File: config.mk
export PLATFORM = sky130hd
export DESIGN_NAME = vga_attribute_controller_core_flat
export DESIGN_NICKNAME = d
export VERILOG_FILES = /design/src/rtl/vgaac_pkg.sv /design/src/rtl/vgaac_req_if.sv /design/src/rtl/vgaac_rsp_if.sv /design/src/rtl/vgaac_ctrl.sv /design/src/rtl/vgaac_dpath.sv /design/src/rtl/vga_attribute_controller_core.sv /design/src/flat_wrapper.sv
export SDC_FILE = /design/constraint.sdc
export NUM_CORES = 1
export LEC_CHECK = 0
export BUFFER_PORTS_ARGS = -buffer_cell sky130_fd_sc_hd__buf_2
export CAP_MARGIN = 20
export CORE_ASPECT_RATIO = 1.2
export CORE_MARGIN = 3
export CORE_UTILIZATION = 25
export CTS_CLUSTER_SIZE = 10
export DETAILED_ROUTE_END_ITERATION = 10
export SETUP_SLACK_MARGIN = 0.1
export SLEW_MARGIN = 20
export SYNTH_ARGS = -nofsm -noshare
export SYNTH_HDL_FRONTEND = slang
export SYNTH_HIERARCHICAL = 1
export SYNTH_SLANG_ARGS = --single-unit
File: constraint.sdc
create_clock -name clock -period 8.59 [get_ports clock]
set_input_delay 2.1475 -clock clock [delete_from_list [all_inputs] [get_ports clock]]
set_output_delay 2.1475 -clock clock [all_outputs]
set_load 0.005 [all_outputs]
File: src/rtl/vgaac_pkg.sv
// Shared types, codes and helper functions for the VGA attribute controller.
package vgaac_pkg;

   // Palette geometry
   localparam int unsigned PALETTE_SLOTS = 16;
   localparam int unsigned SLOT_W        = $clog2(PALETTE_SLOTS);
   localparam logic [SLOT_W-1:0] LAST_SLOT = SLOT_W'(PALETTE_SLOTS - 1);

   // Bus operation codes
   localparam logic [1:0] OP_WRITE      = 2'd0;
   localparam logic [1:0] OP_READ_INDEX = 2'd1;
   localparam logic [1:0] OP_READ_DATA  = 2'd2;
   localparam logic [1:0] OP_RESET_FF   = 2'd3;

   // Attribute register indexes above the palette
   localparam logic [4:0] IDX_MODE_CONTROL = 5'h10;
   localparam logic [4:0] IDX_OVERSCAN     = 5'h11;
   localparam logic [4:0] IDX_PLANE_ENABLE = 5'h12;
   localparam logic [4:0] IDX_PANNING      = 5'h13;
   localparam logic [4:0] IDX_COLOR_SEL    = 5'h14;

   // Video mode codes (anything else counts as "other")
   localparam logic [1:0] VM_TEXT   = 2'd0;
   localparam logic [1:0] VM_8BIT   = 2'd1;

   // CSR register indexes
   localparam logic CSR_IS_VGA     = 1'b0;
   localparam logic CSR_VIDEO_MODE = 1'b1;

   // Controller states
   typedef enum logic [2:0] {
      ST_IDLE,
      ST_EXEC,
      ST_FETCH,
      ST_MAP,
      ST_EMIT
   } state_type;

   // Controller to datapath
   typedef struct packed {
      logic accept;     // capture transaction, prefetch indexed palette entry
      logic execute;    // apply register updates, latch notices
      logic fetch;      // read first palette entry of the slot walk
      logic map_load;   // load a mapping result, advance the walk
      logic emit_load;  // load the single plain result
   } cmd_type;

   // Datapath to controller
   typedef struct packed {
      logic need_map;   // executed write reports slot mappings
      logic map_last;   // current slot is the final one
      logic out_free;   // output register can take a result this cycle
   } status_type;

   // DAC index of one palette entry
   function automatic logic [7:0] dac_index(input logic [5:0] entry,
                                            input logic       use_cs_high,
                                            input logic [7:0] csel);
      logic [7:0] c;
      c = {2'b00, entry};
      if (use_cs_high) begin
         c = {csel[3:0], entry[3:0]};
      end
      c[7:6] = c[7:6] | csel[3:2];
      return c;
   endfunction

   // Pixel shift in text mode; nine-dot characters add one
   function automatic logic [3:0] text_panning(input logic [7:0] v,
                                               input logic       nine_dot);
      logic [3:0] p;
      if (v > 8'd7) begin
         p = 4'd0;
      end else begin
         p = v[3:0] + {3'b000, nine_dot};
      end
      return p;
   endfunction

endpackage

File: src/rtl/vgaac_req_if.sv
// Bus access channel: operation code and write byte.
interface vgaac_req_if;
   logic       valid;
   logic       ready;
   logic [1:0] opcode;
   logic [7:0] bus_data;

   modport source (output valid, output opcode, output bus_data, input ready);
   modport sink   (input valid, input opcode, input bus_data, output ready);
endinterface

File: src/rtl/vgaac_rsp_if.sv
// Result channel: read data, palette mapping and display notices.
interface vgaac_rsp_if;
   logic       valid;
   logic       ready;
   logic [7:0] read_data;
   logic       map_valid;
   logic [3:0] map_slot;
   logic [7:0] map_dac_index;
   logic       panning_valid;
   logic [3:0] pan_shift;
   logic       blink_changed;
   logic       blink_enable;
   logic       mode_redetect;
   logic       last;

   modport source (output valid, output read_data, output map_valid, output map_slot,
                   output map_dac_index, output panning_valid, output pan_shift,
                   output blink_changed, output blink_enable, output mode_redetect,
                   output last, input ready);
   modport sink   (input valid, input read_data, input map_valid, input map_slot,
                   input map_dac_index, input panning_valid, input pan_shift,
                   input blink_changed, input blink_enable, input mode_redetect,
                   input last, output ready);
endinterface

File: src/rtl/vgaac_ctrl.sv
// Sequencer: steps each bus transaction through execute, then either the slot walk or the plain result output.
module vgaac_ctrl (
   input  logic                   clock,
   input  logic                   reset,
   input  logic                   req_valid,
   output logic                   req_ready,
   input  vgaac_pkg::status_type  status,
   output vgaac_pkg::cmd_type     cmd
);

   vgaac_pkg::state_type state_ff, state_in;

   // State register
   always_ff @(posedge clock) begin
      if (reset) begin
         state_ff <= vgaac_pkg::ST_IDLE;
      end else begin
         state_ff <= state_in;
      end
   end

   // Next state and commands
   always_comb begin
      state_in  = state_ff;
      cmd       = '0;
      req_ready = 1'b0;
      case (state_ff)
         vgaac_pkg::ST_IDLE: begin
            req_ready = 1'b1;
            if (req_valid) begin
               cmd.accept = 1'b1;
               state_in   = vgaac_pkg::ST_EXEC;
            end
         end
         vgaac_pkg::ST_EXEC: begin
            cmd.execute = 1'b1;
            state_in    = status.need_map ? vgaac_pkg::ST_FETCH : vgaac_pkg::ST_EMIT;
         end
         vgaac_pkg::ST_FETCH: begin
            cmd.fetch = 1'b1;
            state_in  = vgaac_pkg::ST_MAP;
         end
         vgaac_pkg::ST_MAP: begin
            if (status.out_free) begin
               cmd.map_load = 1'b1;
               if (status.map_last) begin
                  state_in = vgaac_pkg::ST_IDLE;
               end
            end
         end
         vgaac_pkg::ST_EMIT: begin
            if (status.out_free) begin
               cmd.emit_load = 1'b1;
               state_in      = vgaac_pkg::ST_IDLE;
            end
         end
         default: begin
            state_in = vgaac_pkg::ST_IDLE;
         end
      endcase
   end

endmodule

File: src/rtl/vgaac_dpath.sv
// Attribute registers, palette memory, DAC index mapping and result register.
module vgaac_dpath (
   input  logic                   clock,
   input  logic                   reset,
   input  logic                   cfg_is_vga,
   input  logic [1:0]             cfg_video_mode,
   input  logic [1:0]             req_opcode,
   input  logic [7:0]             req_bus_data,
   input  vgaac_pkg::cmd_type     cmd,
   output vgaac_pkg::status_type  status,
   vgaac_rsp_if.source            rsp_chan
);

   localparam int unsigned SW = vgaac_pkg::SLOT_W;

   // Captured transaction
   logic [1:0] op_ff;
   logic [7:0] data_ff;

   // Architectural state
   logic       addr_phase_ff, addr_phase_in;
   logic [4:0] reg_index_ff, reg_index_in;
   logic       pal_source_ff, pal_source_in;
   logic [7:0] mode_ctrl_ff, mode_ctrl_in;
   logic [7:0] overscan_ff, overscan_in;
   logic [7:0] plane_en_ff, plane_en_in;
   logic [3:0] panning_ff, panning_in;
   logic [7:0] color_sel_ff, color_sel_in;

   // Palette memory, valid bits stand for the zero reset value
   logic [5:0]                       pal_mem [vgaac_pkg::PALETTE_SLOTS];
   logic [vgaac_pkg::PALETTE_SLOTS-1:0] pal_valid_ff;
   logic [5:0]                       pal_rdata_ff;
   logic                             pal_we;
   logic                             pal_re;
   logic [SW-1:0]                    pal_raddr;

   // Latched results of the executed transaction
   logic [7:0] rd_ff, rd_in;
   logic       pan_v_ff, pan_v_in;
   logic [3:0] pan_ff, pan_in;
   logic       blink_ch_ff, blink_ch_in;
   logic       redet_ff, redet_in;
   logic [SW-1:0] slot_ff;
   logic          single_ff;

   logic       remap_all;
   logic       one_slot;
   logic [7:0] new_mode;
   logic [7:0] mode_diff;
   logic [SW-1:0] slot_next;

   // Output register
   logic       out_valid_ff;
   logic [7:0] out_read_data_ff;
   logic       out_map_valid_ff;
   logic [3:0] out_map_slot_ff;
   logic [7:0] out_dac_ff;
   logic       out_pan_v_ff;
   logic [3:0] out_pan_ff;
   logic       out_blink_ch_ff;
   logic       out_blink_en_ff;
   logic       out_redet_ff;
   logic       out_last_ff;

   // Register update for the captured transaction
   always_comb begin
      addr_phase_in = addr_phase_ff;
      reg_index_in  = reg_index_ff;
      pal_source_in = pal_source_ff;
      mode_ctrl_in  = mode_ctrl_ff;
      overscan_in   = overscan_ff;
      plane_en_in   = plane_en_ff;
      panning_in    = panning_ff;
      color_sel_in  = color_sel_ff;
      pal_we        = 1'b0;
      remap_all     = 1'b0;
      one_slot      = 1'b0;
      rd_in         = 8'd0;
      pan_v_in      = 1'b0;
      pan_in        = 4'd0;
      blink_ch_in   = 1'b0;
      redet_in      = 1'b0;
      new_mode      = cfg_is_vga ? data_ff : {3'b000, data_ff[4:0]};
      mode_diff     = mode_ctrl_ff ^ new_mode;
      case (op_ff)
         vgaac_pkg::OP_WRITE: begin
            if (addr_phase_ff) begin
               addr_phase_in = 1'b0;
               reg_index_in  = data_ff[4:0];
               pal_source_in = data_ff[5];
            end else begin
               addr_phase_in = 1'b1;
               if (!reg_index_ff[4]) begin
                  if (!pal_source_ff) begin
                     pal_we   = 1'b1;
                     one_slot = 1'b1;
                  end
               end else begin
                  case (reg_index_ff)
                     vgaac_pkg::IDX_MODE_CONTROL: begin
                        mode_ctrl_in = new_mode;
                        remap_all    = mode_diff[7];
                        blink_ch_in  = mode_diff[3];
                        redet_in     = mode_diff[6] | mode_diff[0];
                        if (mode_diff[2] && (cfg_video_mode == vgaac_pkg::VM_TEXT)) begin
                           pan_v_in = 1'b1;
                           pan_in   = vgaac_pkg::text_panning({4'd0, panning_ff},
                                                              new_mode[2]);
                        end
                     end
                     vgaac_pkg::IDX_OVERSCAN: begin
                        overscan_in = data_ff;
                     end
                     vgaac_pkg::IDX_PLANE_ENABLE: begin
                        remap_all   = (plane_en_ff[3:0] != data_ff[3:0]);
                        plane_en_in = data_ff;
                     end
                     vgaac_pkg::IDX_PANNING: begin
                        panning_in = data_ff[3:0];
                        pan_v_in   = 1'b1;
                        if (cfg_video_mode == vgaac_pkg::VM_TEXT) begin
                           pan_in = vgaac_pkg::text_panning(data_ff, mode_ctrl_ff[2]);
                        end else if (cfg_video_mode == vgaac_pkg::VM_8BIT) begin
                           pan_in = {2'b00, data_ff[2:1]};
                        end else begin
                           pan_in = {1'b0, data_ff[2:0]};
                        end
                     end
                     vgaac_pkg::IDX_COLOR_SEL: begin
                        if (!cfg_is_vga) begin
                           color_sel_in = 8'd0;
                        end else if (color_sel_ff != data_ff) begin
                           color_sel_in = data_ff;
                           remap_all    = 1'b1;
                        end
                     end
                     default: begin
                     end
                  endcase
               end
            end
         end
         vgaac_pkg::OP_READ_INDEX: begin
            rd_in = {2'b00, pal_source_ff, reg_index_ff};
         end
         vgaac_pkg::OP_READ_DATA: begin
            if (!reg_index_ff[4]) begin
               rd_in = {2'b00, pal_rdata_ff};
            end else begin
               case (reg_index_ff)
                  vgaac_pkg::IDX_MODE_CONTROL: rd_in = mode_ctrl_ff;
                  vgaac_pkg::IDX_OVERSCAN:     rd_in = overscan_ff;
                  vgaac_pkg::IDX_PLANE_ENABLE: rd_in = plane_en_ff;
                  vgaac_pkg::IDX_PANNING:      rd_in = {4'd0, panning_ff};
                  vgaac_pkg::IDX_COLOR_SEL:    rd_in = color_sel_ff;
                  default:                     rd_in = 8'd0;
               endcase
            end
         end
         vgaac_pkg::OP_RESET_FF: begin
            addr_phase_in = 1'b1;
         end
         default: begin
         end
      endcase
   end

   // Status to the sequencer
   assign status.need_map = remap_all | one_slot;
   assign status.map_last = single_ff | (slot_ff == vgaac_pkg::LAST_SLOT);
   assign status.out_free = !out_valid_ff | rsp_chan.ready;

   // Palette read address: indexed entry on capture, plane-masked slot on the walk
   assign slot_next = slot_ff + SW'(1);
   always_comb begin
      pal_re    = 1'b0;
      pal_raddr = reg_index_ff[SW-1:0];
      if (cmd.accept) begin
         pal_re    = 1'b1;
         pal_raddr = reg_index_ff[SW-1:0];
      end else if (cmd.fetch) begin
         pal_re    = 1'b1;
         pal_raddr = slot_ff & plane_en_ff[SW-1:0];
      end else if (cmd.map_load && !status.map_last) begin
         pal_re    = 1'b1;
         pal_raddr = slot_next & plane_en_ff[SW-1:0];
      end
   end

   // Palette memory
   always_ff @(posedge clock) begin
      if (cmd.execute && pal_we) begin
         pal_mem[reg_index_ff[SW-1:0]] <= data_ff[5:0];
      end
      if (pal_re) begin
         pal_rdata_ff <= pal_valid_ff[pal_raddr] ? pal_mem[pal_raddr] : 6'd0;
      end
   end

   always_ff @(posedge clock) begin
      if (reset) begin
         pal_valid_ff <= '0;
      end else if (cmd.execute && pal_we) begin
         pal_valid_ff[reg_index_ff[SW-1:0]] <= 1'b1;
      end
   end

   // Control state registers
   always_ff @(posedge clock) begin
      if (reset) begin
         addr_phase_ff <= 1'b1;
         reg_index_ff  <= 5'd0;
         pal_source_ff <= 1'b0;
         mode_ctrl_ff  <= 8'd0;
         overscan_ff   <= 8'd0;
         plane_en_ff   <= 8'd0;
         panning_ff    <= 4'd0;
         color_sel_ff  <= 8'd0;
      end else if (cmd.execute) begin
         addr_phase_ff <= addr_phase_in;
         reg_index_ff  <= reg_index_in;
         pal_source_ff <= pal_source_in;
         mode_ctrl_ff  <= mode_ctrl_in;
         overscan_ff   <= overscan_in;
         plane_en_ff   <= plane_en_in;
         panning_ff    <= panning_in;
         color_sel_ff  <= color_sel_in;
      end
   end

   // Transaction capture, latched notices and slot walk
   always_ff @(posedge clock) begin
      if (cmd.accept) begin
         op_ff   <= req_opcode;
         data_ff <= req_bus_data;
      end
      if (cmd.execute) begin
         rd_ff       <= rd_in;
         pan_v_ff    <= pan_v_in;
         pan_ff      <= pan_in;
         blink_ch_ff <= blink_ch_in;
         redet_ff    <= redet_in;
         slot_ff     <= remap_all ? SW'(0) : reg_index_ff[SW-1:0];
         single_ff   <= !remap_all;
      end else if (cmd.map_load && !status.map_last) begin
         slot_ff <= slot_next;
      end
   end

   // Output register valid
   always_ff @(posedge clock) begin
      if (reset) begin
         out_valid_ff <= 1'b0;
      end else if (cmd.map_load || cmd.emit_load) begin
         out_valid_ff <= 1'b1;
      end else if (rsp_chan.ready) begin
         out_valid_ff <= 1'b0;
      end
   end

   // Output register payload; notices ride on the final result only
   always_ff @(posedge clock) begin
      if (cmd.map_load) begin
         out_read_data_ff <= status.map_last ? rd_ff : 8'd0;
         out_map_valid_ff <= 1'b1;
         out_map_slot_ff  <= 4'(slot_ff);
         out_dac_ff       <= vgaac_pkg::dac_index(pal_rdata_ff, mode_ctrl_ff[7],
                                                  color_sel_ff);
         out_pan_v_ff     <= status.map_last & pan_v_ff;
         out_pan_ff       <= status.map_last ? pan_ff : 4'd0;
         out_blink_ch_ff  <= status.map_last & blink_ch_ff;
         out_blink_en_ff  <= mode_ctrl_ff[3];
         out_redet_ff     <= status.map_last & redet_ff;
         out_last_ff      <= status.map_last;
      end else if (cmd.emit_load) begin
         out_read_data_ff <= rd_ff;
         out_map_valid_ff <= 1'b0;
         out_map_slot_ff  <= 4'd0;
         out_dac_ff       <= 8'd0;
         out_pan_v_ff     <= pan_v_ff;
         out_pan_ff       <= pan_ff;
         out_blink_ch_ff  <= blink_ch_ff;
         out_blink_en_ff  <= mode_ctrl_ff[3];
         out_redet_ff     <= redet_ff;
         out_last_ff      <= 1'b1;
      end
   end

   assign rsp_chan.valid         = out_valid_ff;
   assign rsp_chan.read_data     = out_read_data_ff;
   assign rsp_chan.map_valid     = out_map_valid_ff;
   assign rsp_chan.map_slot      = out_map_slot_ff;
   assign rsp_chan.map_dac_index = out_dac_ff;
   assign rsp_chan.panning_valid = out_pan_v_ff;
   assign rsp_chan.pan_shift     = out_pan_ff;
   assign rsp_chan.blink_changed = out_blink_ch_ff;
   assign rsp_chan.blink_enable  = out_blink_en_ff;
   assign rsp_chan.mode_redetect = out_redet_ff;
   assign rsp_chan.last          = out_last_ff;

endmodule

File: src/rtl/vga_attribute_controller_core.sv
// Top level of the VGA attribute controller: CSR port, sequencer and datapath.
//
// Each bus transaction on req_chan (3C0 write, 3C0 read, 3C1 read or flip-flop
// reset) produces one result on rsp_chan, or sixteen when a write changes the
// whole palette mapping (mode control bit 7, plane enable bits 3..0 or color
// select). The sequencer handles one transaction at a time, stepping it through
// accept in idle, execute, then the result load. A palette write adds a fetch
// step to read the entry back before its result; a remapping write walks all
// sixteen slots, since the slot walk goes through the single palette read port
// one slot per cycle while the output register can take a result. The result
// load waits while the output register still holds an unaccepted result. A new
// transaction is accepted once the sequencer is back in idle, while the last
// result may still wait in the output register. The machine class and video
// mode are CSRs at byte addresses 0 and 4.
module vga_attribute_controller_core (
   input  logic        clock,
   input  logic        reset,
   vgaac_req_if.sink   req_chan,
   vgaac_rsp_if.source rsp_chan,
   input  logic        psel,
   input  logic        penable,
   input  logic        pwrite,
   input  logic [2:0]  paddr,
   input  logic [31:0] pwdata,
   output logic [31:0] prdata,
   output logic        pready
);

   logic       is_vga_ff;
   logic [1:0] video_mode_ff;
   logic       csr_write;
   logic       csr_index;

   vgaac_pkg::cmd_type    cmd;
   vgaac_pkg::status_type status;

   // CSR access
   assign pready    = 1'b1;
   assign csr_index = paddr[2];
   assign csr_write = psel & penable & pwrite;

   always_ff @(posedge clock) begin
      if (reset) begin
         is_vga_ff     <= 1'b1;
         video_mode_ff <= vgaac_pkg::VM_TEXT;
      end else if (csr_write) begin
         case (csr_index)
            vgaac_pkg::CSR_IS_VGA:     is_vga_ff     <= pwdata[0];
            vgaac_pkg::CSR_VIDEO_MODE: video_mode_ff <= pwdata[1:0];
            default: begin
            end
         endcase
      end
   end

   always_comb begin
      case (csr_index)
         vgaac_pkg::CSR_IS_VGA:     prdata = {31'd0, is_vga_ff};
         vgaac_pkg::CSR_VIDEO_MODE: prdata = {30'd0, video_mode_ff};
         default:                   prdata = 32'd0;
      endcase
   end

   vgaac_ctrl u_ctrl (
      .clock     (clock),
      .reset     (reset),
      .req_valid (req_chan.valid),
      .req_ready (req_chan.ready),
      .status    (status),
      .cmd       (cmd)
   );

   vgaac_dpath u_dpath (
      .clock          (clock),
      .reset          (reset),
      .cfg_is_vga     (is_vga_ff),
      .cfg_video_mode (video_mode_ff),
      .req_opcode     (req_chan.opcode),
      .req_bus_data   (req_chan.bus_data),
      .cmd            (cmd),
      .status         (status),
      .rsp_chan       (rsp_chan)
   );

endmodule
File: src/flat_wrapper.sv
// flat-port wrapper written by rule: the top's interface ports become plain ports
module vga_attribute_controller_core_flat 
  (clock, reset, psel, penable, pwrite, paddr, pwdata, prdata, pready, req_chan_valid, req_chan_opcode, req_chan_bus_data, req_chan_ready, rsp_chan_valid, rsp_chan_read_data, rsp_chan_map_valid, rsp_chan_map_slot, rsp_chan_map_dac_index, rsp_chan_panning_valid, rsp_chan_pan_shift, rsp_chan_blink_changed, rsp_chan_blink_enable, rsp_chan_mode_redetect, rsp_chan_last, rsp_chan_ready);
  vgaac_req_if req_chan_i ();
  vgaac_rsp_if rsp_chan_i ();
  input  logic clock;
  input  logic reset;
  input  logic psel;
  input  logic penable;
  input  logic pwrite;
  input  logic [2:0] paddr;
  input  logic [31:0] pwdata;
  output logic [31:0] prdata;
  output logic pready;
  input wire logic [$bits(req_chan_i.valid)-1:0] req_chan_valid;
  input wire logic [$bits(req_chan_i.opcode)-1:0] req_chan_opcode;
  input wire logic [$bits(req_chan_i.bus_data)-1:0] req_chan_bus_data;
  output wire logic [$bits(req_chan_i.ready)-1:0] req_chan_ready;
  output wire logic [$bits(rsp_chan_i.valid)-1:0] rsp_chan_valid;
  output wire logic [$bits(rsp_chan_i.read_data)-1:0] rsp_chan_read_data;
  output wire logic [$bits(rsp_chan_i.map_valid)-1:0] rsp_chan_map_valid;
  output wire logic [$bits(rsp_chan_i.map_slot)-1:0] rsp_chan_map_slot;
  output wire logic [$bits(rsp_chan_i.map_dac_index)-1:0] rsp_chan_map_dac_index;
  output wire logic [$bits(rsp_chan_i.panning_valid)-1:0] rsp_chan_panning_valid;
  output wire logic [$bits(rsp_chan_i.pan_shift)-1:0] rsp_chan_pan_shift;
  output wire logic [$bits(rsp_chan_i.blink_changed)-1:0] rsp_chan_blink_changed;
  output wire logic [$bits(rsp_chan_i.blink_enable)-1:0] rsp_chan_blink_enable;
  output wire logic [$bits(rsp_chan_i.mode_redetect)-1:0] rsp_chan_mode_redetect;
  output wire logic [$bits(rsp_chan_i.last)-1:0] rsp_chan_last;
  input wire logic [$bits(rsp_chan_i.ready)-1:0] rsp_chan_ready;
  assign req_chan_i.valid = req_chan_valid;
  assign req_chan_i.opcode = req_chan_opcode;
  assign req_chan_i.bus_data = req_chan_bus_data;
  assign req_chan_ready = req_chan_i.ready;
  assign rsp_chan_valid = rsp_chan_i.valid;
  assign rsp_chan_read_data = rsp_chan_i.read_data;
  assign rsp_chan_map_valid = rsp_chan_i.map_valid;
  assign rsp_chan_map_slot = rsp_chan_i.map_slot;
  assign rsp_chan_map_dac_index = rsp_chan_i.map_dac_index;
  assign rsp_chan_panning_valid = rsp_chan_i.panning_valid;
  assign rsp_chan_pan_shift = rsp_chan_i.pan_shift;
  assign rsp_chan_blink_changed = rsp_chan_i.blink_changed;
  assign rsp_chan_blink_enable = rsp_chan_i.blink_enable;
  assign rsp_chan_mode_redetect = rsp_chan_i.mode_redetect;
  assign rsp_chan_last = rsp_chan_i.last;
  assign rsp_chan_i.ready = rsp_chan_ready;
  vga_attribute_controller_core u_core (.clock(clock), .reset(reset), .req_chan(req_chan_i), .rsp_chan(rsp_chan_i), .psel(psel), .penable(penable), .pwrite(pwrite), .paddr(paddr), .pwdata(pwdata), .prdata(prdata), .pready(pready));
endmodule
==> flow_results.xml, run 1 <==
<?xml version="1.0" encoding="UTF-8"?>
<metrics>
  <group name="cts">
    <metric name="insertion_delay" unit="ns">0.53</metric>
    <metric name="number_of_buffers_created_by_cts" unit="">26</metric>
    <metric name="cts_htree_levels" unit="">1</metric>
    <metric name="clk_transition_reported_paths" unit="ns">0.05</metric>
    <metric name="cts_hold_repair.buffers" unit="">0</metric>
    <metric name="max-clock-path-buffers" unit="">3</metric>
    <metric name="post_cts.resized_instances" unit="">0</metric>
    <metric name="cts_tree" unit="">built</metric>
    <metric name="cts_setup_buffers" unit="">0</metric>
    <metric name="cts_root_buf" unit="">sky130_fd_sc_hd__clkbuf_16</metric>
    <metric name="cts_num_sinks" unit="">228</metric>
  </group>
  <group name="critical_path">
    <metric name="crit_arrival" unit="ns">2.72</metric>
    <metric name="critical_path.n_buffers_inverters" unit="">2</metric>
    <metric name="worst_r2r_startpoint" unit="">u_core/u_ctrl/state_ff[1]$_SDFFE_PP0P_</metric>
    <metric name="cp-end-kind" unit="">primary output</metric>
    <metric name="crit_top_cell" unit="">sky130_fd_sc_hd__buf_2</metric>
    <metric name="start_kind" unit="">primary input</metric>
    <metric name="crit_path_cell_trace" unit="">buf_2 &gt; mux2_2 &gt; buf_2</metric>
    <metric name="cpLargestDelayFamily" unit="">multiplexers</metric>
    <metric name="reg2reg_slack" unit="ns">4.99</metric>
    <metric name="crit_type" unit="">primary input to primary output</metric>
    <metric name="cp.depth" unit="">3</metric>
    <metric name="required_time_of_the_critical_path" unit="ns">6.44</metric>
    <metric name="critical_path.startpoint" unit="">paddr[2]</metric>
    <metric name="r2r-end" unit="">u_core/u_dpath/pal_rdata_ff[0]$_SDFFCE_PN0P_</metric>
    <metric name="slowest_delay" unit="ns">0.33</metric>
    <metric name="critPathSlowestCell" unit="">sky130_fd_sc_hd__mux2_2</metric>
    <metric name="crit_path_max_fanout" unit="">4</metric>
    <metric name="reg2regPathDepth" unit="">9</metric>
    <metric name="setup.worst_path.end" unit="">prdata[0]</metric>
  </group>
  <group name="synthesis">
    <metric name="synthDominantAreaCellType" unit="">sky130_fd_sc_hd__edfxtp_1</metric>
    <metric name="netlist-cell-type-count" unit="">63</metric>
    <metric name="postSynthRegisterBits" unit="">228</metric>
    <metric name="most_frequent_cells_after_synthesis" unit="">sky130_fd_sc_hd__edfxtp_1 (161), sky130_fd_sc_hd__nand2_1 (141), sky130_fd_sc_hd__nor2_1 (101)</metric>
    <metric name="postSynth.topFlopCell" unit="">sky130_fd_sc_hd__edfxtp_1</metric>
    <metric name="post-synth-top-area-fraction" unit="">0.4734</metric>
    <metric name="sequential_fraction_of_the_synthesis_area" unit="">0.6048</metric>
    <metric name="post_synth.cell_area_avg" unit="um2">11.05</metric>
    <metric name="post_synth_main_area_contributors" unit="">sky130_fd_sc_hd__edfxtp_1 (47%), sky130_fd_sc_hd__dfxtp_1 (13%), sky130_fd_sc_hd__nand2_1 (5.2%), sky130_fd_sc_hd__mux2i_1 (4.1%), sky130_fd_sc_hd__nor2_1 (3.7%)</metric>
    <metric name="cell_count_after_synthesis" unit="">924</metric>
    <metric name="async_set_reset_flop_share_out_of_synthesis" unit="">0</metric>
    <metric name="synth_enable_flop_cells" unit="">161</metric>
    <metric name="yosys.cell_count.top_type" unit="">sky130_fd_sc_hd__edfxtp_1</metric>
    <metric name="yosys_warnings" unit="">6</metric>
    <metric name="synth.cell_area" unit="um2">10210</metric>
  </group>
  <group name="pwr">
    <metric name="combPwrFrac" unit="">0.046</metric>
    <metric name="finalPower" unit="W">0.002312</metric>
    <metric name="switching_part_of_the_total" unit="">0.2155</metric>
    <metric name="p_int" unit="W">0.001814</metric>
    <metric name="p_switching" unit="W">0.0004983</metric>
    <metric name="cellPowerDensity" unit="nW/um2">197.7</metric>
    <metric name="irDropWorstVdd" unit="mV">0.1221</metric>
    <metric name="power.leakage" unit="nW">4.193</metric>
    <metric name="share_clk_of_total_power" unit="">0.432</metric>
    <metric name="seq_power_share" unit="">0.522</metric>
  </group>
  <group name="routing">
    <metric name="wl" unit="um">24020</metric>
    <metric name="first_pass_iters" unit="">5</metric>
    <metric name="antenna_violating_nets_post_route" unit="">0</metric>
    <metric name="drt_iter0_drc" unit="">544</metric>
    <metric name="route.detailed.wl_per_inst" unit="um">15.81</metric>
    <metric name="remaining_drc_errors" unit="">0</metric>
    <metric name="route.vias.total" unit="">6821</metric>
    <metric name="route.detailed.vias_per_inst" unit="">4.490</metric>
  </group>
  <group name="global_routing">
    <metric name="grt_pass1_vias" unit="">6473</metric>
    <metric name="antenna_violations_before_repair" unit="">2</metric>
    <metric name="maximum_number_of_pins_on_one_net_before_global_route_repair" unit="">70</metric>
    <metric name="grt_pass1_wl" unit="um">36600</metric>
    <metric name="grt.total_usage" unit="">0.1074</metric>
    <metric name="grt_remaining_overflow" unit="">0</metric>
  </group>
  <group name="sta">
    <metric name="max_clock_freq" unit="MHz">205.4</metric>
    <metric name="slew_violations" unit="">0</metric>
    <metric name="final_setup_tns" unit="ns">0</metric>
    <metric name="finalHoldViolations" unit="">0</metric>
    <metric name="worst_slew_margin_rel" unit="">0.3442</metric>
    <metric name="rsz_0062_raised_after_global_routing" unit="">false</metric>
    <metric name="hold_slack" unit="ns">0.4473</metric>
    <metric name="finalWorstPathRequiredPeriod" unit="ns">4.868</metric>
    <metric name="fin_skew" unit="ns">0.009878</metric>
    <metric name="setup-violations-final" unit="">0</metric>
    <metric name="post-route-period-util" unit="">0.5667</metric>
    <metric name="worst-slew-pin-transition" unit="ns">0.9801</metric>
  </group>
  <group name="floorplan">
    <metric name="top_level_ports" unit="">117</metric>
    <metric name="die_area" unit="um2">43320</metric>
    <metric name="row_count" unit="">80</metric>
    <metric name="core-area" unit="um2">40040</metric>
    <metric name="initial_core_util" unit="">0.2551</metric>
    <metric name="die_width" unit="um">190.5</metric>
    <metric name="chip_height" unit="um">227.4</metric>
  </group>
  <group name="layout">
    <metric name="area_of_all_sequential_standard_cells" unit="um2">6176</metric>
    <metric name="finalNonFillerCells" unit="">1519</metric>
    <metric name="number_of_filler_cells_placed_in_the_layout" unit="">4165</metric>
    <metric name="multi_input_comb_area" unit="um2">3645</metric>
    <metric name="fraction_of_layout_instances_using_a_drive_strength_above_1" unit="">0.1259</metric>
    <metric name="design.final.nets" unit="">1026</metric>
    <metric name="final_cell_area" unit="um2">11700</metric>
    <metric name="flow.area_growth_from_synthesis" unit="%">14.52</metric>
  </group>
  <group name="min_path">
    <metric name="min_path_type" unit="">flip-flop to flip-flop</metric>
  </group>
  <group name="placement">
    <metric name="globalplace.congestion" unit="">0.8132</metric>
    <metric name="dpl-instance-area" unit="um2">10900</metric>
    <metric name="post-dp-hpwl" unit="um">15590</metric>
    <metric name="io_buffers" unit="">53</metric>
    <metric name="place.detailed.instances" unit="">1468</metric>
  </group>
  <group name="outcome">
    <metric name="status" unit="">finished, final reports clean</metric>
  </group>
  <group name="run">
    <metric name="maxCapViolations" unit="">0</metric>
  </group>
</metrics>
==> per-layer routing <==
layer / global-route usage / vias to the layer above / routed length [um]
li1: - / 3325 / -
met2: 0.1855 / 173 / 11750
met3: 0.01740 / 36 / 1160
met5: 0 / - / 7
met1: 0.1374 / 3285 / 10570
met4: 0.03647 / 2 / 535
==> worst min path at each step <==
stage	depth (start not counted)	to	start	slack, ns
global placement	1	u_core/u_dpath/rsp_chan.map_valid$_SDFFE_PP1P_	u_core/u_dpath/rsp_chan.map_valid$_SDFFE_PP1P_	0.43
CTS	1	u_core/u_dpath/rsp_chan.map_valid$_SDFFE_PP1P_	u_core/u_dpath/rsp_chan.map_valid$_SDFFE_PP1P_	0.45
floorplan	2	u_core/u_dpath/pal_valid_ff[10]$_SDFFE_PP0P_	u_core/u_dpath/pal_valid_ff[10]$_SDFFE_PP0P_	0.44
global route	1	u_core/u_dpath/rsp_chan.map_valid$_SDFFE_PP1P_	u_core/u_dpath/rsp_chan.map_valid$_SDFFE_PP1P_	0.49
finish	1	u_core/u_dpath/rsp_chan.map_valid$_SDFFE_PP1P_	u_core/u_dpath/rsp_chan.map_valid$_SDFFE_PP1P_	0.45
detailed placement	1	u_core/u_dpath/rsp_chan.map_valid$_SDFFE_PP1P_	u_core/u_dpath/rsp_chan.map_valid$_SDFFE_PP1P_	0.44
==> power by group through the flow <==
stage | logic (W) | registers (W) | clock network, W
6_report | 0.000106 | 0.00121 | 0.000998
5_1_grt | 0.000118 | 0.00121 | 0.00107
2_1_floorplan | 0.0000729 | 0.00123 | 0
4_1_cts | 0.000106 | 0.00121 | 0.00102
3_3_place_gp | 0.000103 | 0.00123 | 0
3_5_place_dp | 0.000105 | 0.00123 | 0
==> logic make-up (layout without fill, tap and decap cells) <==
group / count (synthesis) / after routing / synth area share
buffers and inverters: 96 / 128 / 0.05072
flip-flops: 228 / 228 / 0.6048
adder cells (fa/ha/maj): 9 / 9 / 0.01103
AND/OR/NAND/NOR: 386 / 386 / 0.1761
AO/OA/AOI/OAI: 140 / 140 / 0.09728
XOR/XNOR: 20 / 20 / 0.01715
other: 2 / 32 / 0.0007354
multiplexers: 43 / 43 / 0.04227
==> through the flow <==
step                worst slack, ns  utilization
floorplan                     3.646            -
global placement              3.452       0.2723
detailed placement            3.428       0.2723
CTS                           3.726       0.2912
global route                  3.693       0.2920
finish                        3.722       0.2921
==> sequential cells by signal (all words and copies together), names as in the netlist, 2 cells and up <==
signal	cells
u_core/u_dpath/pal_mem	96
u_core/u_dpath/pal_valid_ff	16
u_core/u_dpath/color_sel_ff	8
u_core/u_dpath/data_ff	8
u_core/u_dpath/mode_ctrl_ff	8
u_core/u_dpath/overscan_ff	8
u_core/u_dpath/plane_en_ff	8
u_core/u_dpath/rd_ff	8
u_core/u_dpath/rsp_chan.map_dac_index	8
u_core/u_dpath/rsp_chan.read_data	8
u_core/u_dpath/pal_rdata_ff	6
u_core/u_dpath/reg_index_ff	5
u_core/u_dpath/pan_ff	4
u_core/u_dpath/panning_ff	4
u_core/u_dpath/rsp_chan.map_slot	4
u_core/u_dpath/rsp_chan.pan_shift	4
u_core/u_dpath/slot_ff	4
u_core/u_ctrl/state_ff	3
u_core/u_dpath/op_ff	2
u_core/video_mode_ff	2
==> placed cells by master, fill, tap and decap left out, types with 15 or more instances in the layout <==
cell                        netlist  layout
sky130_fd_sc_hd__and2_1          26      26
sky130_fd_sc_hd__buf_4           32      15
sky130_fd_sc_hd__clkbuf_16        0      27
sky130_fd_sc_hd__nand3_1         47      47
sky130_fd_sc_hd__o21ai_0         18      18
sky130_fd_sc_hd__xor2_1          15      15
sky130_fd_sc_hd__a21oi_1         20      20
sky130_fd_sc_hd__nor2_1         101     101
sky130_fd_sc_hd__edfxtp_1       161     161
sky130_fd_sc_hd__nand2b_1        21      21
sky130_fd_sc_hd__clkbuf_1        43      21
sky130_fd_sc_hd__dfxtp_1         67      67
sky130_fd_sc_hd__mux2i_1         42      42
sky130_fd_sc_hd__buf_2            6      53
sky130_fd_sc_hd__a22oi_1         31      31
sky130_fd_sc_hd__a31oi_1         32      32
sky130_fd_sc_hd__nand2_1        141     141
sky130_fd_sc_hd__conb_1           2      31
==> area by class of cell <==
| cell class | count | share of cell area |
|---|---|---|
| Sequential cell | 228 | 0.5281 |
| Multi-Input combinational cell | 629 | 0.3117 |
| Clock buffer | 48 | 0.06451 |
| Tap cell | 533 | 0.05702 |
| Timing Repair Buffer | 70 | 0.03531 |
| Inverter | 10 | 0.003210 |
| Antenna cell | 1 | 0.0002140 |
(Power assumes the default switching activity.)
==> inputs of run 2 (changes only) <==
- clock period: 8.59 -> 5.1 ns (I/O delays scaled with it)
==> flow_results.xml, run 2 (same netlist as run 1, synthesis figures left out) <==
<?xml version="1.0" encoding="UTF-8"?>
<metrics>
  <group name="outcome">
    <metric name="status" unit="">finished, final reports clean</metric>
  </group>
  <group name="routing">
    <metric name="route.detailed.wl_per_inst" unit="um">15.66</metric>
    <metric name="first_pass_iters" unit="">6</metric>
    <metric name="route.detailed.vias_per_inst" unit="">4.495</metric>
    <metric name="route.vias.total" unit="">6841</metric>
    <metric name="drt_iter0_drc" unit="">492</metric>
    <metric name="wl" unit="um">23840</metric>
    <metric name="antenna_violating_nets_post_route" unit="">0</metric>
    <metric name="remaining_drc_errors" unit="">0</metric>
  </group>
  <group name="floorplan">
    <metric name="row_count" unit="">80</metric>
    <metric name="die_area" unit="um2">43320</metric>
    <metric name="die_width" unit="um">190.5</metric>
    <metric name="top_level_ports" unit="">117</metric>
    <metric name="core-area" unit="um2">40040</metric>
    <metric name="initial_core_util" unit="">0.2551</metric>
    <metric name="chip_height" unit="um">227.4</metric>
  </group>
  <group name="sta">
    <metric name="hold_slack" unit="ns">0.4436</metric>
    <metric name="fin_skew" unit="ns">0.02100</metric>
    <metric name="slew_violations" unit="">0</metric>
    <metric name="setup-violations-final" unit="">0</metric>
    <metric name="finalWorstPathRequiredPeriod" unit="ns">3.757</metric>
    <metric name="max_clock_freq" unit="MHz">266.2</metric>
    <metric name="final_setup_tns" unit="ns">0</metric>
    <metric name="post-route-period-util" unit="">0.7367</metric>
    <metric name="finalHoldViolations" unit="">0</metric>
    <metric name="worst-slew-pin-transition" unit="ns">1.029</metric>
    <metric name="rsz_0062_raised_after_global_routing" unit="">false</metric>
    <metric name="worst_slew_margin_rel" unit="">0.3110</metric>
  </group>
  <group name="layout">
    <metric name="final_core_util" unit="">0.2928</metric>
    <metric name="flow.area_growth_from_synthesis" unit="%">14.81</metric>
    <metric name="design.final.nets" unit="">1027</metric>
    <metric name="most_common_cell_after_layout_fill_and_taps_aside" unit="">sky130_fd_sc_hd__edfxtp_1</metric>
    <metric name="fraction_of_layout_instances_using_a_drive_strength_above_1" unit="">0.1307</metric>
    <metric name="largest_register_ffs" unit="">96</metric>
    <metric name="area_of_all_sequential_standard_cells" unit="um2">6176</metric>
    <metric name="most-common-layout-cells" unit="">sky130_fd_sc_hd__edfxtp_1 (161), sky130_fd_sc_hd__nand2_1 (141), sky130_fd_sc_hd__nor2_1 (101), sky130_fd_sc_hd__dfxtp_1 (67), sky130_fd_sc_hd__buf_2 (53)</metric>
    <metric name="finalNonFillerCells" unit="">1522</metric>
    <metric name="number_of_filler_cells_placed_in_the_layout" unit="">4118</metric>
    <metric name="multi_input_comb_area" unit="um2">3645</metric>
  </group>
  <group name="cts">
    <metric name="max-clock-path-buffers" unit="">3</metric>
    <metric name="cts_num_sinks" unit="">228</metric>
    <metric name="insertion_delay" unit="ns">0.54</metric>
    <metric name="clk_transition_reported_paths" unit="ns">0.06</metric>
    <metric name="cts_htree_levels" unit="">1</metric>
    <metric name="cts_hold_repair.buffers" unit="">0</metric>
    <metric name="number_of_buffers_created_by_cts" unit="">27</metric>
    <metric name="cts_setup_buffers" unit="">0</metric>
    <metric name="post_cts.resized_instances" unit="">0</metric>
    <metric name="cts_tree" unit="">built</metric>
    <metric name="cts_root_buf" unit="">sky130_fd_sc_hd__clkbuf_16</metric>
  </group>
  <group name="placement">
    <metric name="globalplace.congestion" unit="">0.8332</metric>
    <metric name="place.detailed.instances" unit="">1470</metric>
    <metric name="io_buffers" unit="">53</metric>
    <metric name="post-dp-hpwl" unit="um">16200</metric>
  </group>
  <group name="critical_path">
    <metric name="crit_type" unit="">primary input to flip-flop</metric>
    <metric name="required_time_of_the_critical_path" unit="ns">5.45</metric>
    <metric name="crit_path_max_fanout" unit="">25</metric>
    <metric name="start_kind" unit="">primary input</metric>
    <metric name="crit_arrival" unit="ns">4.11</metric>
    <metric name="cp-end-kind" unit="">flip-flop</metric>
  </group>
  <group name="global_routing">
    <metric name="grt_pass1_vias" unit="">6521</metric>
    <metric name="antenna_violations_before_repair" unit="">3</metric>
    <metric name="grt_remaining_overflow" unit="">0</metric>
    <metric name="grt_pass1_wl" unit="um">37050</metric>
    <metric name="maximum_number_of_pins_on_one_net_before_global_route_repair" unit="">48</metric>
    <metric name="grt.total_usage" unit="">0.1078</metric>
  </group>
  <group name="pwr">
    <metric name="power.leakage" unit="nW">4.212</metric>
    <metric name="finalPower" unit="W">0.003958</metric>
    <metric name="irDropWorstVdd" unit="mV">0.2130</metric>
    <metric name="cellPowerDensity" unit="nW/um2">337.5</metric>
  </group>
  <group name="run">
    <metric name="maxCapViolations" unit="">0</metric>
  </group>
  <group name="min_path">
    <metric name="min_path_type" unit="">flip-flop to flip-flop</metric>
  </group>
</metrics>
run 2: changes by cell type in the layout (fill, tap and decap cells not counted):
cell	delta
sky130_fd_sc_hd__inv_6	+1
sky130_fd_sc_hd__inv_2	+1
sky130_fd_sc_hd__clkbuf_8	+1
sky130_fd_sc_hd__clkbuf_4	-1
sky130_fd_sc_hd__buf_4	+2
sky130_fd_sc_hd__clkinv_1	-1
sky130_fd_sc_hd__clkbuf_1	-2
sky130_fd_sc_hd__diode_2	+1
sky130_fd_sc_hd__clkinvlp_4	+1
sky130_fd_sc_hd__clkbuf_16	+1
sky130_fd_sc_hd__buf_16	-1
run 2: metal layers:
layer / part of all wire / up-vias / GRT usage
li1: - / 3324 / -
met1: 0.44 / 3292 / 0.1399
met2: 0.48 / 194 / 0.1819
met3: 0.055 / 29 / 0.02110
met4: 0.018 / 2 / 0.03457
met5: 0.00050 / - / 0
run 2: final timing paths:
path	from	endpoint	slack (ns)	depth (start not counted)
setup / recovery	req_chan_valid	u_core/u_dpath/pal_rdata_ff[5]$_SDFFCE_PN0P_	1.34	11
hold / removal	u_core/u_dpath/rsp_chan.map_valid$_SDFFE_PP1P_	u_core/u_dpath/rsp_chan.map_valid$_SDFFE_PP1P_	0.44	1
setup reg to reg	u_core/u_ctrl/state_ff[1]$_SDFFE_PP0P_	u_core/u_dpath/pal_rdata_ff[1]$_SDFFCE_PN0P_	1.58	9
hold reg to reg	u_core/u_dpath/rsp_chan.map_valid$_SDFFE_PP1P_	u_core/u_dpath/rsp_chan.map_valid$_SDFFE_PP1P_	0.44	1
run 2: stage by stage:
step	cell area [um2]	worst slack (ns)
detailed placement	10920	0.8404
global route	11720	1.105
finish	11730	1.343
floorplan	10320	1.029
global placement	10920	0.8934
CTS	11720	1.395
run 2: critical path, cell delays in order:
cell and delay, ns:
sky130_fd_sc_hd__buf_2 0.09, sky130_fd_sc_hd__nand2b_2 0.06, sky130_fd_sc_hd__nor3_2 0.57, sky130_fd_sc_hd__nand2b_1 0.27, sky130_fd_sc_hd__o311a_2 0.24, sky130_fd_sc_hd__a21o_1 0.37, sky130_fd_sc_hd__buf_4 0.36, sky130_fd_sc_hd__nand2_1 0.10
sky130_fd_sc_hd__a32oi_1 0.21, sky130_fd_sc_hd__nand4_1 0.24, sky130_fd_sc_hd__a22oi_1 0.31
run 2: final cells by class:
| class | count | share of cell area |
|---|---|---|
| well taps | 533 | 0.05688 |
| flip-flops and latches | 228 | 0.5267 |
| repair buffers | 70 | 0.03351 |
| clock buffers | 48 | 0.06702 |
| inverters | 10 | 0.003201 |
| diodes | 2 | 0.0004268 |
| multi-input cells | 629 | 0.3109 |
| clock inverters | 2 | 0.001387 |
run 2: where the power goes:
part	internal (W)	switching (W)	leakage (nW)
clock network	0.00103	0.000711	0.379
registers	0.00201	0.0000319	2.00
logic	0.0000551	0.000111	1.83
total	0.00310	0.000854	4.21
==> inputs of run 3 (changes only) <==
- clock period: 5.1 -> 3.7 ns (I/O delays scaled with it)
==> flow_results.xml, run 3 (same netlist as run 1, synthesis figures left out) <==
<?xml version="1.0" encoding="UTF-8"?>
<metrics>
  <group name="outcome">
    <metric name="status" unit="">finished, final reports clean</metric>
  </group>
  <group name="layout">
    <metric name="most-common-layout-cells" unit="">sky130_fd_sc_hd__edfxtp_1 (161), sky130_fd_sc_hd__nand2_1 (141), sky130_fd_sc_hd__nor2_1 (100), sky130_fd_sc_hd__dfxtp_1 (67), sky130_fd_sc_hd__buf_2 (53)</metric>
    <metric name="fraction_of_layout_instances_using_a_drive_strength_above_1" unit="">0.1457</metric>
    <metric name="flow.area_growth_from_synthesis" unit="%">16.44</metric>
    <metric name="number_of_filler_cells_placed_in_the_layout" unit="">4087</metric>
    <metric name="design.final.nets" unit="">1045</metric>
    <metric name="largest_register_ffs" unit="">96</metric>
    <metric name="antenna_cells" unit="">0</metric>
    <metric name="most_common_cell_after_layout_fill_and_taps_aside" unit="">sky130_fd_sc_hd__edfxtp_1</metric>
  </group>
  <group name="placement">
    <metric name="place_worst_setup_slack" unit="ns">0.08051</metric>
    <metric name="post-dp-hpwl" unit="um">16530</metric>
    <metric name="globalplace.congestion" unit="">0.8254</metric>
    <metric name="io_buffers" unit="">53</metric>
  </group>
  <group name="critical_path">
    <metric name="reg2regPathDepth" unit="">10</metric>
    <metric name="crit_path_cell_trace" unit="">nand2b_1 &gt; nor2_2 &gt; nand2b_1 &gt; o311a_1 &gt; a31oi_1 &gt; buf_4 &gt; or3b_1 &gt; a31oi_1 &gt; a22oi_1 &gt; a22oi_1</metric>
    <metric name="worst_r2r_startpoint" unit="">u_core/u_ctrl/state_ff[1]$_SDFFE_PP0P_</metric>
    <metric name="critical_path.n_buffers_inverters" unit="">1</metric>
    <metric name="reg2reg_slack" unit="ns">0.54</metric>
    <metric name="r2r-end" unit="">u_core/u_dpath/pal_rdata_ff[0]$_SDFFCE_PN0P_</metric>
    <metric name="crit_type" unit="">flip-flop to flip-flop</metric>
    <metric name="cp.depth" unit="">10</metric>
    <metric name="slowest_delay" unit="ns">0.53</metric>
    <metric name="cpLargestDelayFamily" unit="">simple AND/OR/NAND/NOR gates</metric>
    <metric name="crit_arrival" unit="ns">3.51</metric>
    <metric name="critPathSlowestCell" unit="">sky130_fd_sc_hd__dfxtp_1</metric>
    <metric name="required_time_of_the_critical_path" unit="ns">4.05</metric>
    <metric name="cp-end-kind" unit="">flip-flop</metric>
    <metric name="start_kind" unit="">flip-flop</metric>
    <metric name="crit_path_max_fanout" unit="">11</metric>
  </group>
  <group name="sta">
    <metric name="setup-violations-final" unit="">0</metric>
    <metric name="timing.final.ws_setup" unit="ns">0.5357</metric>
    <metric name="slew_violations" unit="">0</metric>
    <metric name="worst-slew-pin-transition" unit="ns">0.8411</metric>
    <metric name="finalWorstPathRequiredPeriod" unit="ns">3.164</metric>
    <metric name="final_setup_tns" unit="ns">0</metric>
    <metric name="worst_slew_margin_rel" unit="">0.4393</metric>
    <metric name="fin_skew" unit="ns">0.01464</metric>
    <metric name="post-route-period-util" unit="">0.8552</metric>
    <metric name="rsz_0062_raised_after_global_routing" unit="">false</metric>
    <metric name="finalHoldViolations" unit="">0</metric>
    <metric name="max_clock_freq" unit="MHz">316.0</metric>
  </group>
  <group name="min_path">
    <metric name="min_path_type" unit="">flip-flop to flip-flop</metric>
    <metric name="hp-start" unit="">u_core/u_dpath/rsp_chan.map_valid$_SDFFE_PP1P_</metric>
    <metric name="holdPathStages" unit="">1</metric>
    <metric name="hold-path-endpoint" unit="">u_core/u_dpath/rsp_chan.map_valid$_SDFFE_PP1P_</metric>
  </group>
  <group name="global_routing">
    <metric name="grt.total_usage" unit="">0.1079</metric>
    <metric name="grt_pass1_vias" unit="">6525</metric>
    <metric name="grt_remaining_overflow" unit="">0</metric>
    <metric name="maximum_number_of_pins_on_one_net_before_global_route_repair" unit="">46</metric>
    <metric name="grt_pass1_wl" unit="um">36890</metric>
    <metric name="antenna_violations_before_repair" unit="">1</metric>
  </group>
  <group name="cts">
    <metric name="max-clock-path-buffers" unit="">3</metric>
    <metric name="cts_hold_repair.buffers" unit="">0</metric>
    <metric name="post_cts.resized_instances" unit="">0</metric>
    <metric name="cts_htree_levels" unit="">1</metric>
    <metric name="number_of_buffers_created_by_cts" unit="">27</metric>
    <metric name="cts_root_buf" unit="">sky130_fd_sc_hd__clkbuf_16</metric>
    <metric name="cts_setup_buffers" unit="">0</metric>
    <metric name="cts_num_sinks" unit="">228</metric>
    <metric name="cts_tree" unit="">built</metric>
    <metric name="insertion_delay" unit="ns">0.53</metric>
    <metric name="clk_transition_reported_paths" unit="ns">0.06</metric>
  </group>
  <group name="floorplan">
    <metric name="die_width" unit="um">190.5</metric>
    <metric name="die_area" unit="um2">43320</metric>
    <metric name="core-area" unit="um2">40040</metric>
    <metric name="top_level_ports" unit="">117</metric>
    <metric name="chip_height" unit="um">227.4</metric>
    <metric name="initial_core_util" unit="">0.2551</metric>
    <metric name="row_count" unit="">80</metric>
  </group>
  <group name="pwr">
    <metric name="power.leakage" unit="nW">4.316</metric>
    <metric name="cellPowerDensity" unit="nW/um2">457.1</metric>
    <metric name="irDropWorstVdd" unit="mV">0.2992</metric>
  </group>
  <group name="routing">
    <metric name="route.detailed.wl_per_inst" unit="um">15.60</metric>
    <metric name="remaining_drc_errors" unit="">0</metric>
    <metric name="antenna_violating_nets_post_route" unit="">0</metric>
    <metric name="first_pass_iters" unit="">6</metric>
    <metric name="route.detailed.vias_per_inst" unit="">4.488</metric>
    <metric name="route.vias.total" unit="">6889</metric>
    <metric name="drt_iter0_drc" unit="">507</metric>
    <metric name="wl" unit="um">23940</metric>
  </group>
  <group name="run">
    <metric name="maxCapViolations" unit="">0</metric>
  </group>
</metrics>
[run 3: power breakdown]
part	internal (W)	switching (W)	total [W]
Sequential	0.00278	0.0000397	0.00282
Combinational	0.0000851	0.000158	0.000243
Clock	0.00141	0.000965	0.00238
[run 3: layout make-up]
cell class	count	area, um2	area share
Inverter	10	37.54	0.003157
Multi-Input combinational cell	629	3647	0.3067
Clock buffer	46	778.2	0.06545
Tap cell	533	666.9	0.05608
Clock inverter	1	7.507	0.0006313
Timing Repair Buffer	88	578.1	0.04861
Sequential cell	228	6176	0.5194
[run 3: per-layer routing]
layer / GRT usage / vias to the layer above / share of wire
li1: - / 3361 / -
met1: 0.1361 / 3286 / 0.44
met2: 0.1860 / 199 / 0.48
met3: 0.01648 / 41 / 0.049
met4: 0.04286 / 2 / 0.029
met5: 0 / - / 0.00029
[run 3: per-stage QoR]
step | total power [W] | hold slack, ns | util | instances | area [um2]
3_5_place_dp | 0.003114 | 0.4429 | 0.2773 | 1488 | 11100
5_1_grt | 0.005640 | 0.4766 | 0.2970 | 1535 | 11890
4_1_cts | 0.005503 | 0.4572 | 0.2969 | 1535 | 11890
2_1_floorplan | 0.003027 | 0.4396 | - | 953 | 10330
6_report | 0.005436 | 0.4561 | 0.2970 | 1535 | 11890
3_3_place_gp | 0.003110 | 0.4362 | 0.2773 | 1488 | 11100
[run 3: worst max-delay path by stage]
stage,startpoint,endpoint,slack (ns)
final,u_core/u_ctrl/state_ff[1]$_SDFFE_PP0P_,u_core/u_dpath/pal_rdata_ff[0]$_SDFFCE_PN0P_,0.54
after global routing,u_core/u_ctrl/state_ff[0]$_SDFFE_PP0P_,u_core/u_dpath/pal_rdata_ff[4]$_SDFFCE_PN0P_,0.24
after CTS,u_core/u_ctrl/state_ff[1]$_SDFFE_PP0P_,u_core/u_dpath/pal_rdata_ff[0]$_SDFFCE_PN0P_,0.34
after detailed placement,req_chan_valid,u_core/u_dpath/pal_rdata_ff[0]$_SDFFCE_PN0P_,0.08
after global placement,req_chan_valid,u_core/u_dpath/pal_rdata_ff[0]$_SDFFCE_PN0P_,0.1
after floorplan,u_core/u_ctrl/state_ff[1]$_SDFFE_PP0P_,u_core/u_dpath/overscan_ff[0]$_SDFFE_PP0P_,0.36
